**config.mk**
```make
export PLATFORM = sky130hd
export DESIGN_NAME = gregorian_days_between_dates_flat
export DESIGN_NICKNAME = d
export VERILOG_FILES = /design/src/gdbd_pkg.sv /design/src/gdbd_if.sv /design/src/gregorian_days_between_dates.sv /design/src/flat_wrapper.sv
export SDC_FILE = /design/constraint.sdc
export NUM_CORES = 2
export LEC_CHECK = 0
export BUFFER_PORTS_ARGS = -buffer_cell sky130_fd_sc_hd__buf_4
export CORE_MARGIN = 1
export CORE_UTILIZATION = 54
export CTS_BUF_LIST = sky130_fd_sc_hd__clkbuf_2
export CTS_CLUSTER_DIAMETER = 120
export DETAILED_ROUTE_END_ITERATION = 12
export HOLD_SLACK_MARGIN = 0.1
export PLACE_DENSITY = 0.79
export RECOVER_POWER = 50
export SYNTH_ARGS = -nofsm -noshare
export SYNTH_HDL_FRONTEND = slang
export SYNTH_SLANG_ARGS = --single-unit
export TNS_END_PERCENT = 30
```
**constraint.sdc**
```tcl
create_clock -name i_clk -period 14.9 [get_ports i_clk]
set_input_delay 2.98 -clock i_clk [delete_from_list [all_inputs] [get_ports i_clk]]
set_output_delay 2.98 -clock i_clk [all_outputs]
set_load 0.05 [all_outputs]
```
**src/gdbd_pkg.sv**
```systemverilog
// gdbd_pkg: field widths, constants, month tables and stage types for the
// Gregorian days-between-dates block. No dependencies.
`default_nettype none

package gdbd_pkg;

    localparam int unsigned YEAR_W  = 14;
    localparam int unsigned MONTH_W = 4;
    localparam int unsigned DAY_W   = 5;
    localparam int unsigned DAYS_W  = 22;
    localparam int unsigned DOY_W   = 9;
    localparam int unsigned LEN_W   = 5;
    localparam int unsigned RCP_W   = 13;
    localparam int unsigned PROD_W  = YEAR_W + RCP_W;
    localparam int unsigned QUOT_W  = 8;

    localparam logic [YEAR_W-1:0] YEAR_MIN = 14'd1;
    localparam logic [YEAR_W-1:0] YEAR_MAX = 14'd9999;

    // x / 100 == (x * 5243) >> 19 for every 14-bit x
    localparam logic [RCP_W-1:0] RECIP_100   = 13'd5243;
    localparam int unsigned      RECIP_SHIFT = 19;
    localparam logic [6:0]       CENTURY     = 7'd100;
    localparam logic [8:0]       DAYS_YEAR   = 9'd365;

    localparam logic [MONTH_W-1:0] MON_JAN = 4'd1;
    localparam logic [MONTH_W-1:0] MON_FEB = 4'd2;
    localparam logic [MONTH_W-1:0] MON_MAR = 4'd3;
    localparam logic [MONTH_W-1:0] MON_APR = 4'd4;
    localparam logic [MONTH_W-1:0] MON_MAY = 4'd5;
    localparam logic [MONTH_W-1:0] MON_JUN = 4'd6;
    localparam logic [MONTH_W-1:0] MON_JUL = 4'd7;
    localparam logic [MONTH_W-1:0] MON_AUG = 4'd8;
    localparam logic [MONTH_W-1:0] MON_SEP = 4'd9;
    localparam logic [MONTH_W-1:0] MON_OCT = 4'd10;
    localparam logic [MONTH_W-1:0] MON_NOV = 4'd11;
    localparam logic [MONTH_W-1:0] MON_DEC = 4'd12;

    // days before the 1st of the month, in a year that starts in March
    function automatic logic [DOY_W-1:0] month_offset(input logic [MONTH_W-1:0] m);
        logic [DOY_W-1:0] o;
        case (m)
            MON_MAR: o = 9'd0;
            MON_APR: o = 9'd31;
            MON_MAY: o = 9'd61;
            MON_JUN: o = 9'd92;
            MON_JUL: o = 9'd122;
            MON_AUG: o = 9'd153;
            MON_SEP: o = 9'd184;
            MON_OCT: o = 9'd214;
            MON_NOV: o = 9'd245;
            MON_DEC: o = 9'd275;
            MON_JAN: o = 9'd306;
            MON_FEB: o = 9'd337;
            default: o = 9'd0;
        endcase
        return o;
    endfunction

    // month length without the leap day; 0 marks a month that does not exist
    function automatic logic [LEN_W-1:0] month_len_base(input logic [MONTH_W-1:0] m);
        logic [LEN_W-1:0] l;
        case (m)
            MON_JAN, MON_MAR, MON_MAY, MON_JUL,
            MON_AUG, MON_OCT, MON_DEC:           l = 5'd31;
            MON_APR, MON_JUN, MON_SEP, MON_NOV: l = 5'd30;
            MON_FEB:                             l = 5'd28;
            default:                             l = 5'd0;
        endcase
        return l;
    endfunction

    typedef struct packed {
        logic [YEAR_W-1:0] year;
        logic [DAY_W-1:0]  day;
        logic [YEAR_W-1:0] yy;
        logic [DOY_W-1:0]  doy;
        logic [LEN_W-1:0]  base_len;
        logic              feb;
        logic              year_ok;
        logic [PROD_W-1:0] prod_y;
        logic [PROD_W-1:0] prod_yy;
    } t_s1_date;

endpackage

`default_nettype wire

```
**src/gdbd_if.sv**
```systemverilog
// gdbd_if: valid/ready channels for the days-between-dates block.
// Depends on gdbd_pkg for field widths.
`default_nettype none

interface gdbd_in_if;
    import gdbd_pkg::*;
    logic                 valid;
    logic                 ready;
    logic [YEAR_W-1:0]    first_year;
    logic [MONTH_W-1:0]   first_month;
    logic [DAY_W-1:0]     first_day;
    logic [YEAR_W-1:0]    second_year;
    logic [MONTH_W-1:0]   second_month;
    logic [DAY_W-1:0]     second_day;
    logic                 incl_end;

    modport source (
        output valid, first_year, first_month, first_day,
               second_year, second_month, second_day, incl_end,
        input  ready
    );
    modport sink (
        input  valid, first_year, first_month, first_day,
               second_year, second_month, second_day, incl_end,
        output ready
    );
endinterface

interface gdbd_out_if;
    import gdbd_pkg::*;
    logic              valid;
    logic              ready;
    logic [DAYS_W-1:0] days_between;
    logic              bad_date;

    modport source (output valid, days_between, bad_date, input ready);
    modport sink   (input valid, days_between, bad_date, output ready);
endinterface

`default_nettype wire

```
**src/gregorian_days_between_dates.sv**
```systemverilog
// gregorian_days_between_dates: absolute day count between two Gregorian dates.
// Depends on gdbd_pkg and the channel interfaces in gdbd_if.sv.
//
// Usage:
//   i_in  carries two dates (year, month, day) and incl_end; a beat is
//         taken when valid and ready are both high.
//   o_out returns days_between and bad_date, one result beat per input beat,
//         in order. bad_date is set, and days_between is 0, when either date
//         is outside years 1..9999, has no such month, or a day of 0 or past
//         the length of its month.
//   An input beat passes through the registered stages in order: stage 1 does
//   the month lookups and the multiplies by the reciprocal of 100, stage 2
//   forms both day numbers and the leap/validity checks, stage 3 takes the
//   absolute difference and holds the result.
//   Throughput is one beat per cycle while o_out.ready stays high.
//   When the receiver holds ready low, each stage still fills as long as it
//   is empty, so up to three beats are taken and held; then i_in.ready drops.
//   Nothing is dropped or repeated across a stall.
//   Reset (i_rst_n low, synchronous) empties all stages; no result is pending.
`default_nettype none

module gregorian_days_between_dates (
    input  wire logic  i_clk,
    input  wire logic  i_rst_n,
    gdbd_in_if.sink    i_in,
    gdbd_out_if.source o_out
);
    import gdbd_pkg::*;

    // stage valids and enables
    logic r_v1, r_v2, r_v3;
    logic en1, en2, en3;

    assign en3 = !r_v3 || o_out.ready;
    assign en2 = !r_v2 || en3;
    assign en1 = !r_v1 || en2;
    assign i_in.ready = en1;

    // ---------------- stage 1 ----------------
    t_s1_date n_s1 [2];
    t_s1_date r_s1 [2];
    logic     r_inc1;

    logic [YEAR_W-1:0]  in_y [2];
    logic [MONTH_W-1:0] in_m [2];
    logic [DAY_W-1:0]   in_d [2];

    assign in_y[0] = i_in.first_year;
    assign in_m[0] = i_in.first_month;
    assign in_d[0] = i_in.first_day;
    assign in_y[1] = i_in.second_year;
    assign in_m[1] = i_in.second_month;
    assign in_d[1] = i_in.second_day;

    always_comb begin
        for (int k = 0; k < 2; k++) begin
            n_s1[k].year     = in_y[k];
            n_s1[k].day      = in_d[k];
            // year counted from March: January and February belong to the prior one
            n_s1[k].yy       = (in_m[k] <= MON_FEB) ? in_y[k] - YEAR_W'(1) : in_y[k];
            n_s1[k].doy      = month_offset(in_m[k]) + DOY_W'(in_d[k]) - DOY_W'(1);
            n_s1[k].base_len = month_len_base(in_m[k]);
            n_s1[k].feb      = (in_m[k] == MON_FEB);
            n_s1[k].year_ok  = (in_y[k] >= YEAR_MIN) && (in_y[k] <= YEAR_MAX);
            n_s1[k].prod_y   = PROD_W'(in_y[k]) * PROD_W'(RECIP_100);
            n_s1[k].prod_yy  = PROD_W'(n_s1[k].yy) * PROD_W'(RECIP_100);
        end
    end

    always_ff @(posedge i_clk) begin
        if (!i_rst_n) begin
            r_v1 <= 1'b0;
        end else if (en1) begin
            r_v1 <= i_in.valid;
        end
    end

    always_ff @(posedge i_clk) begin
        if (en1) begin
            r_s1[0] <= n_s1[0];
            r_s1[1] <= n_s1[1];
            r_inc1  <= i_in.incl_end;
        end
    end

    // ---------------- stage 2 ----------------
    logic [DAYS_W-1:0] n_dn [2];
    logic              n_ok [2];
    logic [DAYS_W-1:0] r_dn [2];
    logic              r_ok2;
    logic              r_inc2;

    logic [QUOT_W-1:0] q_y  [2];
    logic [QUOT_W-1:0] q_yy [2];
    logic [YEAR_W:0]   cent_y [2];
    logic              leap [2];
    logic [LEN_W-1:0]  mlen [2];

    always_comb begin
        for (int k = 0; k < 2; k++) begin
            q_y[k]    = r_s1[k].prod_y[RECIP_SHIFT +: QUOT_W];
            q_yy[k]   = r_s1[k].prod_yy[RECIP_SHIFT +: QUOT_W];
            cent_y[k] = (YEAR_W+1)'(q_y[k]) * (YEAR_W+1)'(CENTURY);
            // divisible by 100 exactly when y == (y/100)*100; by 400 when also q%4 == 0
            leap[k]   = (r_s1[k].year[1:0] == 2'd0) &&
                        ((cent_y[k] != (YEAR_W+1)'(r_s1[k].year)) || (q_y[k][1:0] == 2'd0));
            mlen[k]   = r_s1[k].base_len + LEN_W'(r_s1[k].feb && leap[k]);
            n_ok[k]   = r_s1[k].year_ok && (r_s1[k].day != '0) && (r_s1[k].day <= mlen[k]);
            n_dn[k]   = DAYS_W'(r_s1[k].yy) * DAYS_W'(DAYS_YEAR)
                      + DAYS_W'(r_s1[k].yy >> 2)
                      - DAYS_W'(q_yy[k])
                      + DAYS_W'(q_yy[k] >> 2)
                      + DAYS_W'(r_s1[k].doy);
        end
    end

    always_ff @(posedge i_clk) begin
        if (!i_rst_n) begin
            r_v2 <= 1'b0;
        end else if (en2) begin
            r_v2 <= r_v1;
        end
    end

    always_ff @(posedge i_clk) begin
        if (en2) begin
            r_dn[0] <= n_dn[0];
            r_dn[1] <= n_dn[1];
            r_ok2   <= n_ok[0] && n_ok[1];
            r_inc2  <= r_inc1;
        end
    end

    // ---------------- stage 3 ----------------
    logic [DAYS_W-1:0] n_days;
    logic [DAYS_W-1:0] diff;
    logic [DAYS_W-1:0] r_days;
    logic              r_bad;

    always_comb begin
        diff   = (r_dn[0] >= r_dn[1]) ? r_dn[0] - r_dn[1] : r_dn[1] - r_dn[0];
        n_days = r_ok2 ? diff + DAYS_W'(r_inc2) : '0;
    end

    always_ff @(posedge i_clk) begin
        if (!i_rst_n) begin
            r_v3 <= 1'b0;
        end else if (en3) begin
            r_v3 <= r_v2;
        end
    end

    always_ff @(posedge i_clk) begin
        if (en3) begin
            r_days <= n_days;
            r_bad  <= !r_ok2;
        end
    end

    assign o_out.valid        = r_v3;
    assign o_out.days_between = r_days;
    assign o_out.bad_date     = r_bad;

endmodule

`default_nettype wire
```
**src/flat_wrapper.sv**
```systemverilog
// flat-port wrapper written by rule: the top's interface ports become plain ports
module gregorian_days_between_dates_flat import gdbd_pkg::*;
  (i_clk, i_rst_n, i_in_valid, i_in_first_year, i_in_first_month, i_in_first_day, i_in_second_year, i_in_second_month, i_in_second_day, i_in_incl_end, i_in_ready, o_out_valid, o_out_days_between, o_out_bad_date, o_out_ready);
  gdbd_in_if i_in_i ();
  gdbd_out_if o_out_i ();
  input  wire logic i_clk;
  input  wire logic i_rst_n;
  input wire logic [$bits(i_in_i.valid)-1:0] i_in_valid;
  input wire logic [$bits(i_in_i.first_year)-1:0] i_in_first_year;
  input wire logic [$bits(i_in_i.first_month)-1:0] i_in_first_month;
  input wire logic [$bits(i_in_i.first_day)-1:0] i_in_first_day;
  input wire logic [$bits(i_in_i.second_year)-1:0] i_in_second_year;
  input wire logic [$bits(i_in_i.second_month)-1:0] i_in_second_month;
  input wire logic [$bits(i_in_i.second_day)-1:0] i_in_second_day;
  input wire logic [$bits(i_in_i.incl_end)-1:0] i_in_incl_end;
  output wire logic [$bits(i_in_i.ready)-1:0] i_in_ready;
  output wire logic [$bits(o_out_i.valid)-1:0] o_out_valid;
  output wire logic [$bits(o_out_i.days_between)-1:0] o_out_days_between;
  output wire logic [$bits(o_out_i.bad_date)-1:0] o_out_bad_date;
  input wire logic [$bits(o_out_i.ready)-1:0] o_out_ready;
  assign i_in_i.valid = i_in_valid;
  assign i_in_i.first_year = i_in_first_year;
  assign i_in_i.first_month = i_in_first_month;
  assign i_in_i.first_day = i_in_first_day;
  assign i_in_i.second_year = i_in_second_year;
  assign i_in_i.second_month = i_in_second_month;
  assign i_in_i.second_day = i_in_second_day;
  assign i_in_i.incl_end = i_in_incl_end;
  assign i_in_ready = i_in_i.ready;
  assign o_out_valid = o_out_i.valid;
  assign o_out_days_between = o_out_i.days_between;
  assign o_out_bad_date = o_out_i.bad_date;
  assign o_out_i.ready = o_out_ready;
  gregorian_days_between_dates u_core (.i_clk(i_clk), .i_rst_n(i_rst_n), .i_in(i_in_i), .o_out(o_out_i));
endmodule
```
* Word level (Yosys, flattened, before mapping)
Memories as Yosys holds them, arrays and structs flattened.
Index checks and enable logic that the tools add are counted.
** Cells by class
- $add $sub $neg :: 19
- Multiply operators :: 8
- $lt $le $gt $ge :: 9
- Equal/unequal tests :: 4
- Muxes and demuxes :: 7
- Reductions and logical operators :: 26
** Operator list (number)
- multiplier 14 x 13 -> 27 bit (second input constant) :: 4
- adder 22 x 12 -> 22 bit :: 2
- adder 22 x 6 -> 22 bit :: 2
- adder 22 x 9 -> 22 bit :: 2
- multiplier 14 x 9 -> 22 bit (second input constant) :: 2
- subtractor 22 bit :: 2
- subtractor 22 x 8 -> 22 bit :: 2
- != test 15 x 14 -> 1 bit :: 2
- >= comparator 14 x 1 -> 1 bit (second input constant) :: 2
- <= comparator 14 bit (second input constant) :: 2
- 2-to-1 mux 14 bit :: 2
- subtractor 14 x 1 -> 14 bit (second input constant) :: 2
- multiplier 8 x 5 -> 13 bit (second input constant) :: 2
- adder 22 x 1 -> 22 bit :: 1
- >= comparator 22 bit :: 1
- 2-to-1 mux 22 bit :: 1
- adder 9 x 5 -> 9 bit :: 2
- subtractor 9 x 1 -> 9 bit (second input constant) :: 2
- logical AND 1 bit :: 11
- adder 5 x 1 -> 5 bit :: 2
- <= comparator 5 bit :: 2
- nonzero test 5 bit :: 2
- == test 4 x 2 -> 1 bit (second input constant) :: 2
- <= comparator 4 x 2 -> 1 bit (second input constant) :: 2
- 4 further kinds :: 17
** Word-level totals
- Flip-flop bits (word level) :: 29
- Memory bits (writable) :: 250
- Bits in read-only memories :: 448
- Output and inout port bits :: 25
- Memories kept :: 6
** Memory list
- u_core.r_s1 :: depth 2, bits a word 103, read ports 2, clocked after memory_dff 0, wr ports 2, line gregorian_days_between_dates.sv:41 : t_s1_date r_s1 [2];
- (name not given) :: depth 16, bits a word 9, read ports 1, clocked after memory_dff 0, wr ports 0, line gdbd_pkg.sv:42 : case (m)
- (name not given) :: depth 16, bits a word 9, read ports 1, clocked after memory_dff 0, wr ports 0, line gdbd_pkg.sv:42
- (name not given) :: depth 16, bits a word 5, read ports 1, clocked after memory_dff 0, wr ports 0, line gdbd_pkg.sv:63 : case (m)
- (name not given) :: depth 16, bits a word 5, read ports 1, clocked after memory_dff 0, wr ports 0, line gdbd_pkg.sv:63
- u_core.r_dn :: depth 2, bits a word 22, read ports 2, clocked after memory_dff 0, wr ports 2, line gregorian_days_between_dates.sv:89 : logic [DAYS_W-1:0] r_dn [2];

* Depth between registers and ports, before layout
An unclocked memory read counts as a cell.
- Word-level depth :: 10
- Mapped depth :: 31

* Worst setup path after synthesis
OpenSTA, ideal clock, no wires.
- Path type :: input port to output port
- Start :: input port o_out_ready
- End :: output port i_in_ready
- Arrival :: 6.429 ns
- Required time :: 11.920 ns
- Path slack :: 5.491 ns
- Cell stages on the path :: 2
- Path buffers :: 0
- Path through :: nor2b_1 nand3_1
** On the way
- Word-level cells in the longest chain between the ends :: 3
** RTL lines
- start, declared :: line flat_wrapper.sv:20 : input wire logic [$bits(o_out_i.ready)-1:0] o_out_ready;
- logical OR 1 bit :: line gregorian_days_between_dates.sv:34 : assign en3 = !r_v3 || o_out.ready;
- logical OR 1 bit :: line gregorian_days_between_dates.sv:35 : assign en2 = !r_v2 || en3;
- logical OR 1 bit :: line gregorian_days_between_dates.sv:36 : assign en1 = !r_v1 || en2;
- end, declared :: line flat_wrapper.sv:16 : output wire logic [$bits(i_in_i.ready)-1:0] i_in_ready;
No other way between the ends.

==> impl_results.md <==
* Initial Util at 0.547
* Most Frequent Cell on Critical Path: inv_1
* Iter 0 DRT Violations at 1060
* Largest net degree at the start of global routing at 72
* Root buffer cell: clkbuf_2
* Residual DRC at 0
* Most instantiated cells after synthesis: inv_1, ha_1, fa_1
* Synth area leaders: ha_1, fa_1, edfxtp_1, inv_1, xnor2_1
* Ys flop type: edfxtp_1
* Failing checks: capacitance limit, slew limit
* Clk_lat worst skew at 1020 ps
* Post_cts resized at 0
* Cell variety after synth at 84
* Die Wd at 254 µm
* Cts bufs inserted at 17
* Worst-margin pin slew at 3800 ps
* CORE AREA at 63000 µm²
* Met3 Use GR at 0.0295
* Worst-path clk slew at 330 ps
* First drt pass iteration count at 6
* CTS Sinks at 199
* GR Util All Layers at 0.226
* First-pass GRT wire length at 115000 µm
* Layout area overhead at 4.66%
* Asr flop ratio synth at 0
* Worst Path Required at 15710 ps
* Crit-path max FO at 7
* Clock skew at 57.3 ps
* Hold Path Class: reg -> reg
* Final Critical Period at 9540 ps
* Final WL at 68900 µm
* Post-synthesis net count at 4613
* Post-DR wirelength/cell at 16.0 µm
* Clock tree from TritonCTS: built
* Slew Limit Fails at 127
* Cell area after synthesis at 34400 µm²
* GRT overflow at 0
* Number of max-cap violations at 2
* Met1 Usage GRT at 0.297
* Most frequent cell after synthesis: inv_1
* Worst Path Buf+Inv at 6
* Slew Limit Headroom at -1.53
* FF+latch count, synth at 199
* Family with the most delay on the worst path: adder cells
* Seq/Total Area, Yosys at 0.173
* DR vias at 22463
* Status: finished with violations
* Setup tns final at 0 ps
* Period Utilization, post-route at 0.640
* Hold-fix buffers, CTS at 0
* Die area at 64700 µm²
* Final GP Congestion at 0.906
* Yosys warns at 0
* CP max-delay cell: xnor2_1
* GR Layer Usage met2 at 0.391
* Critical path startpoint category: input port
* Die Ht at 254 µm
* Post-CTS Setup Inserts at 0
* RSZ-0062 raised after global routing: false
* Clock Path Buffers at 2
* Vias in the first global route at 23507
* Share of cells above drive strength 1 at 0.0292
* IO Count at 76
* Post-Synthesis Cells at 3370
* Crit path arrival time at 10350 ps
* Hold Fails Final Rpt at 0
* Input/output buffers at 75
* WS Path Type: in -> reg
* Slowest Stage Delay on Critical Path at 620 ps
* Syn Area/Cell at 10.2 µm²
* Nets at 4684
* Peak Freq at 105 MHz
* Post-synth top area share at 0.274
* Row cnt at 92
* GR peak layer: met2
* Initial antenna violation count at 3
* Crit end category: register
* Post-synth EDFFs at 196
* Final ANT Viol Nets at 0
* H-tree Lvls at 4
* Synth area leader: ha_1
* # setup viols final at 0
* Drt via density at 5.22
* Detailed placer's ending HPWL at 60200 µm
## area by class of cell
type | count | area, µm²
repair buffers | 84 | 462
multi-input cells | 2250 | 25000
fillers | 5389 | 26900
clock buffers | 18 | 90.1
flip-flops and latches | 199 | 5950
clock inverters | 13 | 138
well taps | 846 | 1060
inverters | 889 | 3340
diodes | 3 | 7.51
## flip-flops by register name, summed over array words and instances (netlist names)
signal / count
u_core.r_s1: 126
u_core.r_dn: 44
u_core.o_out.days_between: 22
u_core.o_out.bad_date: 1
u_core.o_out.valid: 1
u_core.r_inc1: 1
u_core.r_inc2: 1
u_core.r_ok2: 1
u_core.r_v1: 1
u_core.r_v2: 1
## routing by layer
layer	part of all wire	vias to the layer above	wire (µm)
li1	-	11051	-
met3	0.039	74	2710
met2	0.50	418	34400
met5	0.00020	-	14
met4	0.020	2	1400
met1	0.44	10918	30300
## final timing paths
path                      start            endpoint  slack (ps)  cells past startpoint
max          i_in_first_year[2]  u_core.r_s1[0][25]        5360                     29
min               u_core.r_inc1       u_core.r_inc2         470                      0
max reg2reg  u_core.r_s1[0][76]  u_core.r_dn[0][21]        8620                     20
min reg2reg       u_core.r_inc1       u_core.r_inc2         470                      0
## cells by family (layout without fill, tap and decap cells)
family	after synthesis	count (layout)	share of synthesized area
adders and majority gates	1192	1192	0.529
DFF	199	199	0.173
muxes	17	17	0.00534
and+or+nand+nor	466	466	0.0690
other	0	3	0
xor gates and xnor gates	172	172	0.0438
buffers and inverters	921	1004	0.102
AOI/OAI and AO/OA	403	403	0.0785
## cells in the final DEF, fill, tap and decap left out, drive strengths merged, types with 29 or more instances in the layout
cell type	count
inv	895
ha	754
fa	438
edfxtp	196
xnor2	137
nor2	110
a21oi	97
nand2	97
o21ai	77
clkbuf	65
nand3	52
nor3	48
a21o	47
buf	37
xor2	35
o21a	31
and3	29
## per-stage QoR
step                 util  hold slack (ps)  instances  setup WS (ps)  cell area, µm²
finish              0.572              472       4302           5360           36000
floorplan               -              400       3370           5490           34400
global placement    0.571              412       4268           4740           36000
global route        0.572              488       4301           4860           36000
CTS                 0.575              475       4299           5760           36200
detailed placement  0.571              412       4268           4560           36000
Power is not shown: default switching activity piles up to over one toggle a cycle in this logic, so the estimate is an artifact.
